==> config.mk <==
export PLATFORM = sky130hd
export DESIGN_NAME = fvt_coef_store
export DESIGN_NICKNAME = d
export VERILOG_FILES = /design/src/fvt_pkg.sv /design/src/fvt_coef_store.sv
export SDC_FILE = /design/constraint.sdc
export NUM_CORES = 1
export LEC_CHECK = 0
export BUFFER_PORTS_ARGS = -buffer_cell sky130_fd_sc_hd__buf_2
export CAP_MARGIN = 20
export CORE_MARGIN = 2
export CORE_UTILIZATION = 35
export DETAILED_ROUTE_END_ITERATION = 10
export MAX_ROUTING_LAYER = met4
export SLEW_MARGIN = 20
export SYNTH_ARGS = -nofsm -noshare
export SYNTH_HDL_FRONTEND = slang
export SYNTH_SLANG_ARGS = --single-unit
==> constraint.sdc <==
create_clock -name clk -period 0.8 [get_ports clk]
set_input_delay 0.2 -clock clk [delete_from_list [all_inputs] [get_ports clk]]
set_output_delay 0.2 -clock clk [all_outputs]
set_load 0.01 [all_outputs]
==> src/fvt_pkg.sv <==
// Shared types and constants for the fixed-point affine vertex transform.
// Item structs, function codes and the coefficient matrix type.
// No dependencies.
`default_nettype none

package fvt_pkg;

	localparam int unsigned MAT_WORDS = 12;
	localparam int unsigned MAT_COLS  = 3;
	localparam int unsigned FRAC_BITS = 16;
	localparam int unsigned COEF_W    = 32;
	localparam int unsigned VEC_W     = 16;

	localparam logic [1:0] FUNC_LOAD  = 2'd0;
	localparam logic [1:0] FUNC_POINT = 2'd1;
	localparam logic [1:0] FUNC_DIR   = 2'd2;

	// Base word of each matrix row (row * 3)
	localparam logic [3:0] ROW_X = 4'd0;
	localparam logic [3:0] ROW_Y = 4'd3;
	localparam logic [3:0] ROW_Z = 4'd6;
	localparam logic [3:0] ROW_T = 4'd9;

	typedef struct packed {
		logic        [1:0]        func;
		logic        [3:0]        coef_index;
		logic signed [COEF_W-1:0] coef_value;
		logic signed [VEC_W-1:0]  vec_x;
		logic signed [VEC_W-1:0]  vec_y;
		logic signed [VEC_W-1:0]  vec_z;
	} cmd_t;

	typedef struct packed {
		logic signed [VEC_W-1:0] out_x;
		logic signed [VEC_W-1:0] out_y;
		logic signed [VEC_W-1:0] out_z;
	} res_t;

	typedef logic [MAT_WORDS-1:0][COEF_W-1:0] coef_mat_t;

	typedef struct packed {
		logic s2_en;
		logic out_en;
	} pipe_ctrl_t;

endpackage

`default_nettype wire

==> src/fvt_coef_store.sv <==
// Coefficient matrix storage: twelve 32-bit words, cleared at reset.
// One word written per load transaction; all words visible in parallel.
// Depends on fvt_pkg.
`default_nettype none

module fvt_coef_store (
	input  wire logic                           clk,
	input  wire logic                           arst_n,
	input  wire logic                           wr_en,
	input  wire logic [3:0]                     wr_index,
	input  wire logic [fvt_pkg::COEF_W-1:0]     wr_data,
	output fvt_pkg::coef_mat_t                  mat
);

	fvt_pkg::coef_mat_t mat_q;

	always_ff @(posedge clk or negedge arst_n) begin
		if (!arst_n) begin
			mat_q <= '0;
		end else if (wr_en && (wr_index < 4'(fvt_pkg::MAT_WORDS))) begin
			// drop writes beyond the matrix
			mat_q[wr_index] <= wr_data;
		end
	end

	assign mat = mat_q;

endmodule

`default_nettype wire

==> results of run 1 <==
==> area by class of cell <==
cell class / instances / area [sq um]
flip-flops and latches: 384 / 9609
multi-input cells: 403 / 5448
clock buffers: 69 / 1376
repair buffers: 657 / 6238
diodes: 2 / 5.005
fillers: 3252 / 17280
clock inverters: 10 / 112.6
well taps: 532 / 665.6
==> final timing paths <==
kind                       cells after the start       end  slack, ns   startpoint
min reg2reg                                    1  mat[289]       0.50     mat[289]
max                                            1  mat[153]      -0.51     mat[153]
max reg2reg                                    3  mat[167]      -0.21     mat[167]
min in group asynchronous                      3  mat[156]       0.24       arst_n
max in group asynchronous                      4  mat[352]       0.16       arst_n
min                                            2  mat[332]       0.13  wr_data[12]
==> power breakdown <==
group,internal (mW),leakage (nW),switching [mW]
combinational,12.6,6.31,7.69
clock,12.4,0.732,8.04
sequential,24.0,4.71,3.00
==> through the flow <==
step / hold WS, ns / setup slack, ns / total power, mW / std cells / instance area [sq um]
finish: 0.1297 / -0.5143 / 67.80 / 2057 / 23460
global route: 0.1074 / -0.5487 / 70.88 / 2057 / 23460
CTS: 0.06939 / -0.5331 / 65.70 / 1987 / 21850
detailed placement: 0.2199 / -0.8552 / 40.85 / 1795 / 18000
global placement: 0.2260 / -0.8344 / 40.51 / 1795 / 18000
floorplan: -0.09559 / -0.6177 / 33.52 / 859 / 14930
==> placed cells by master (no fill, tap or decap), types with 3 or more instances in the layout <==
cell type  instances
buf_2            232
clkbuf_1           8
nand3b_1           3
dfrtp_1          384
buf_12            46
clkinv_2           4
mux2_2           139
buf_6            208
buf_4            138
clkbuf_8          16
mux2_4           243
nor2_4             6
buf_8              6
clkbuf_16         60
buf_16            11
==> worst register-to-register path, cell delays in order, from the launching register on <==
cell,delay [ns]
dfrtp_1,0.40
buf_4,0.14
buf_6,0.10
mux2_4,0.26
==> what timing repair did <==
| action | 4_1_cts | 5_1_grt |
|---|---|---|
| setup buffers | 98 | 69 |
| pin swaps | 3 | 7 |
| hold endpoints to repair | 384 | 0 |
| endpoints found under the setup margin | 748 | 768 |
| hold buffers | 1 | 0 |
| gates cloned | 15 | 21 |
| resized for setup | 285 | 196 |
==> logic make-up (layout without fill, tap and decap cells) <==
family                 Yosys count  count (layout)  share of synthesized area [%]
and+or+nand+nor                 19              19                         0.7395
other                            0               2                              0
DFF                            384             384                          66.81
muxes                          384             384                          30.07
buffers and inverters           72             736                          2.384
==> per-layer routing <==
layer	part of all wire, %	global-route usage [%]	vias up
li1	-	-	4269
met1	43	27.82	5232
met2	48	34.26	341
met3	7.1	5.604	77
met4	2.4	7.295	0
met5	0	-	-
==> summary.md, run 1 <==
| Metric | Value |
|---|---|
| Routed WL per cell | `24.84 microns` |
| Vias | `9919` |
| Syn Inst Count | `859` |
| Final count of hold timing violations | `0` |
| Detailed Route WL | `51090 microns` |
| CP max-delay cell | `dfrtp_1` |
| Max FFs per register | `384` |
| Final Core Density | `57.57%` |
| Status | `complete, but fails checks` |
| Critical Path RT | `0.60 ns` |
| Die Y | `206.7 microns` |
| Power Dens Cells | `2890 nW/um^2` |
| Setup TNS Final | `-267.65 ns` |
| Overflow after GRT | `0` |
| Post-synth top area cell | `dfrtp_1` |
| Post-synth EDFFs | `0` |
| Worst skew pair latency | `0.55 ns` |
| Syn_area_per_cell | `16.74 sq um` |
| Buf/Inv on CP | `1` |
| CTS Buffer Depth | `3` |
| Initial antenna violation count | `3` |
| VDD IR max | `2.052 mV` |
| Critical Path End Type | `output port` |
| # port buffers | `422` |
| Vias in the first global route | `10100` |
| Slew at the pin closest to its max-slew limit | `0.3672 ns` |
| Count of cell types in the netlist | `14` |
| Synth Warn # | `0` |
| Most frequent cell after synthesis | `dfrtp_1` |
| Post-synth top flop | `dfrtp_1` |
| # setup viols final | `768` |
| Clock Skews | `0 ns` |
| CTS root buf | `clkbuf_16` |
| Fmax | `0.7609 GHz` |
| DR vias/cell | `4.822` |
| Starting DRT DRC Count | `524` |
| Delay-heaviest family, CP | `flip-flops` |
| Part of the Yosys area used for sequential elements | `66.81%` |
| Ys async rst share | `100.0%` |
| CTS tree | `built` |
| Post-route setup slack | `-0.5143 ns` |
| Gpl congestion | `0.7847` |
| Rel. slew slack | `75.52%` |
| Synth Register Bits | `384` |
| Final count of pins violating max slew | `0` |
| Tot GR Track Use | `21.89%` |
| First-pass GRT wire length | `66790 microns` |
| Chip width | `206.7 microns` |
| Commonest cells post-synth | `dfrtp_1 (384), mux2_2 (270), mux2_1 (114)` |
| Worst path cell trace | `buf_2` |
| Initial core utilization | `35.30%` |
| Maxcap violations | `0` |
| CTS buffer count | `44` |
| First-pass DRT Iterations | `4` |
| CTS sink count | `384` |
| Largest net degree at the start of global routing | `46` |
| Worst-path clk slew | `0.06 ns` |
| Synth top area cells | `dfrtp_1 (67%), mux2_2 (21%), mux2_1 (8.9%), buf_2 (1.1%), clkbuf_1 (0.91%)` |
| Core Box Area | `40740 sq um` |
| Period Utilization, post-route | `164.3%` |
| Crit start category | `flip-flop` |
| Lkg Pwr | `11.75 nW` |
| Hold Path Class | `in2reg` |
| Slowest cell delay on critical path | `0.41 ns` |
| DRT antenna net count | `0` |
| FP Rows | `74` |
| RSZ-0062 raised after global routing | `yes` |
| H-tree depth | `2` |
| Synth Cell Area | `14380 sq um` |
| DP Wirelength | `29690 microns` |
| Layout cell share with drive strength beyond 1 | `73.80%` |
| Arrival @ worst endpoint | `1.11 ns` |
| Crit path kind | `reg2out` |
| Net Count, Synth | `898` |
| # IOs | `423` |
| Minimum clock period | `1.314 ns` |
| Number of remaining DRC errors | `0` |
| CP Max Fanout | `2` |
| Top cell type's share of synthesized area | `66.81%` |
| Total die area | `42730 sq um` |
| Fin nets | `1529` |
| Area Overhead vs Synth | `63.08%` |
| Violated checks | `negative setup slack` |
No activity file was read; power rests on OpenSTA's default activity.
==> run 2: changes to the inputs <==
--- a/config.mk
+++ b/config.mk
@@ -9,6 +9,7 @@
 export CAP_MARGIN = 20
 export CORE_MARGIN = 2
 export CORE_UTILIZATION = 35
+export CTS_BUF_LIST = sky130_fd_sc_hd__clkbuf_16
 export DETAILED_ROUTE_END_ITERATION = 10
 export MAX_ROUTING_LAYER = met4
 export SLEW_MARGIN = 20
==> run 2 against run 1 <==
Compared with the run above: the run still ends with negative setup slack left; clock power is 8% lower; first-iteration DRC count is 6.3% higher; combinational power is 4% higher; hold slack better by 0.014 ns; cell count is 1.4% higher; power is 1.2% lower; wire length is 4.3% higher; utilization is 0.96 points higher; critical path type is now in2reg; largest power group unchanged.
==> summary.md, run 2 (same netlist as run 1, synthesis figures left out) <==
| Metric | Value |
|---|---|
| Lkg Pwr | `12.03 nW` |
| DR vias/cell | `4.816` |
| Max FFs per register | `384` |
| Finished layout cell area | `23840 sq um` |
| Slowest cell delay on critical path | `0.31 ns` |
| Vias | `10050` |
| Reg-to-Reg Start | `mat[345]` |
| Overflow after GRT | `0` |
| First-pass GRT wire length | `69210 microns` |
| Worst hold margin | `0.1434 ns` |
| Reg2Reg Setup Slack | `-0.21 ns` |
| Maxcap violations | `0` |
| Placed cell areas | `18000 sq um` |
| Initial antenna violation count | `4` |
| Crit start category | `input pin` |
| Hold path cells | `2` |
| Hold path endpoint | `mat[273]` |
| Die Y | `206.7 microns` |
| Minimum clock period | `1.325 ns` |
| Worst reg2reg path depth | `3` |
| Gpl congestion | `0.7847` |
| RSZ-0062 raised after global routing | `yes` |
| Fmax | `0.7546 GHz` |
| # port buffers | `422` |
| Status | `complete, but fails checks` |
| FP Rows | `74` |
| Post-route setup slack | `-0.5252 ns` |
| Critical path depth | `9` |
| Chip width | `206.7 microns` |
| Buf/Inv on CP | `6` |
| Area Overhead vs Synth | `65.78%` |
| Final count of hold timing violations | `0` |
| Period Utilization, post-route | `165.6%` |
| Most frequent cells in the layout | `dfrtp_1 (384), mux2_4 (305), buf_2 (232)` |
| Worst hold start | `wr_data[17]` |
| Rel. slew slack | `74.70%` |
| Critical Path End Type | `flip-flop` |
| Slew at the pin closest to its max-slew limit | `0.3795 ns` |
| Hold Path Class | `in2reg` |
| H-tree depth | `2` |
| # setup viols final | `768` |
| Arrival @ worst endpoint | `1.76 ns` |
| Violated checks | `negative setup slack` |
| Detailed Route WL | `53300 microns` |
| Critical Path RT | `1.23 ns` |
| CTS Buffer Depth | `3` |
| CP Max Fanout | `6` |
| Vias in the first global route | `10200` |
| Power Dens Cells | `2809 nW/um^2` |
| CTS sink count | `384` |
| Worst skew pair latency | `0.55 ns` |
| Crit path kind | `in2reg` |
| CTS root buf | `clkbuf_16` |
| Number of remaining DRC errors | `0` |
| Clock Skews | `0 ns` |
| DRT antenna net count | `0` |
| DP Wirelength | `29690 microns` |
| CP max-delay cell | `mux2_4` |
| CTS tree | `built` |
| Routed WL per cell | `25.55 microns` |
| CP dominant cell by count | `buf_6` |
| # IOs | `423` |
| Largest net degree at the start of global routing | `46` |
| First-pass DRT Iterations | `4` |
| Final count of pins violating max slew | `0` |
| Core Box Area | `40740 sq um` |
| CTS buffer count | `44` |
| Tot GR Track Use | `22.93%` |
| Starting DRT DRC Count | `557` |
| VDD IR max | `1.974 mV` |
| Final Core Density | `58.53%` |
| Initial core utilization | `35.30%` |
| Worst-path clk slew | `0.06 ns` |
| Total die area | `42730 sq um` |
| Fin nets | `1557` |
| Final Power | `66.97 mW` |
| Reg2reg end | `mat[345]` |
| Delay-heaviest family, CP | `buffers and inverters` |
| Layout cell share with drive strength beyond 1 | `73.37%` |
| Commonest non-fill, non-tap cell in the layout | `dfrtp_1` |
| Worst path cell trace | `buf_8 -> nand3b_1 -> buf_6 -> buf_6 -> buf_6 -> nor2_4 -> buf_12 -> clkbuf_16 -> mux2_4` |
[run 2: changes by cell type in the layout (fill, tap and decap cells not counted), moves of 11 or more]
cell / previous run / this run
buf_4: 138 / 150
clkinv_1: 0 / 16
mux2_2: 139 / 79
buf_6: 208 / 219
clkbuf_8: 16 / 0
mux2_4: 243 / 305
[run 2: stage by stage]
step	instances	setup WS (ns)	TNS, ns
3_3_place_gp	1795	-0.8344	-271.08
2_1_floorplan	859	-0.6177	-186.14
6_report	2086	-0.5252	-305.65
3_5_place_dp	1795	-0.8552	-275.16
4_1_cts	2008	-0.5334	-282.74
5_1_grt	2086	-0.5491	-321.90
[run 2: per-layer routing]
| metal | part of all wire (%) | vias up | GRT usage (%) |
|---|---|---|---|
| li1 | - | 4324 | - |
| met1 | 44 | 5315 | 30.05 |
| met2 | 47 | 335 | 35.40 |
| met3 | 7.0 | 73 | 5.730 |
| met4 | 2.1 | 0 | 6.611 |
| met5 | 0 | - | - |
[run 2: where the power goes]
| group | internal [mW] | switching [mW] |
|---|---|---|
| registers | 24.0 | 3.06 |
| clock network | 10.8 | 8.05 |
| logic | 13.2 | 7.85 |
[run 2: repair_timing]
item | 4_1_cts | 5_1_grt
setup buffers | 111 | 85
setup endpoints to repair | 748 | 768
resized for setup | 313 | 266
cloned | 23 | 20
hold buffers | 1 | 0
pin swaps | 5 | 8
hold endpoints to repair | 384 | 0
[run 2: worst max-delay path by stage]
stage / start / to / slack (ns)
after global routing: mat[198] / mat[198] / -0.55
final: wr_index[3] / mat[212] / -0.53
after CTS: mat[269] / mat[269] / -0.53
after global placement: wr_index[2] / mat[276] / -0.83
after floorplan: wr_index[3] / mat[129] / -0.62
after detailed placement: wr_index[2] / mat[256] / -0.86
[run 2: cell type report]
class | count | area (sq um)
fill | 3192 | 16900
multi-input combinational | 403 | 5680
clock buffer | 45 | 1126
tap | 532 | 665.6
timing repair buffer | 685 | 6553
antenna | 3 | 7.507
clock inverter | 34 | 202.7
sequential | 384 | 9609
[run 2: worst reg2reg max path: stages (launching register included)]
cell	delay, ns
dfrtp_1	0.39
buf_4	0.14
buf_4	0.12
mux2_4	0.26
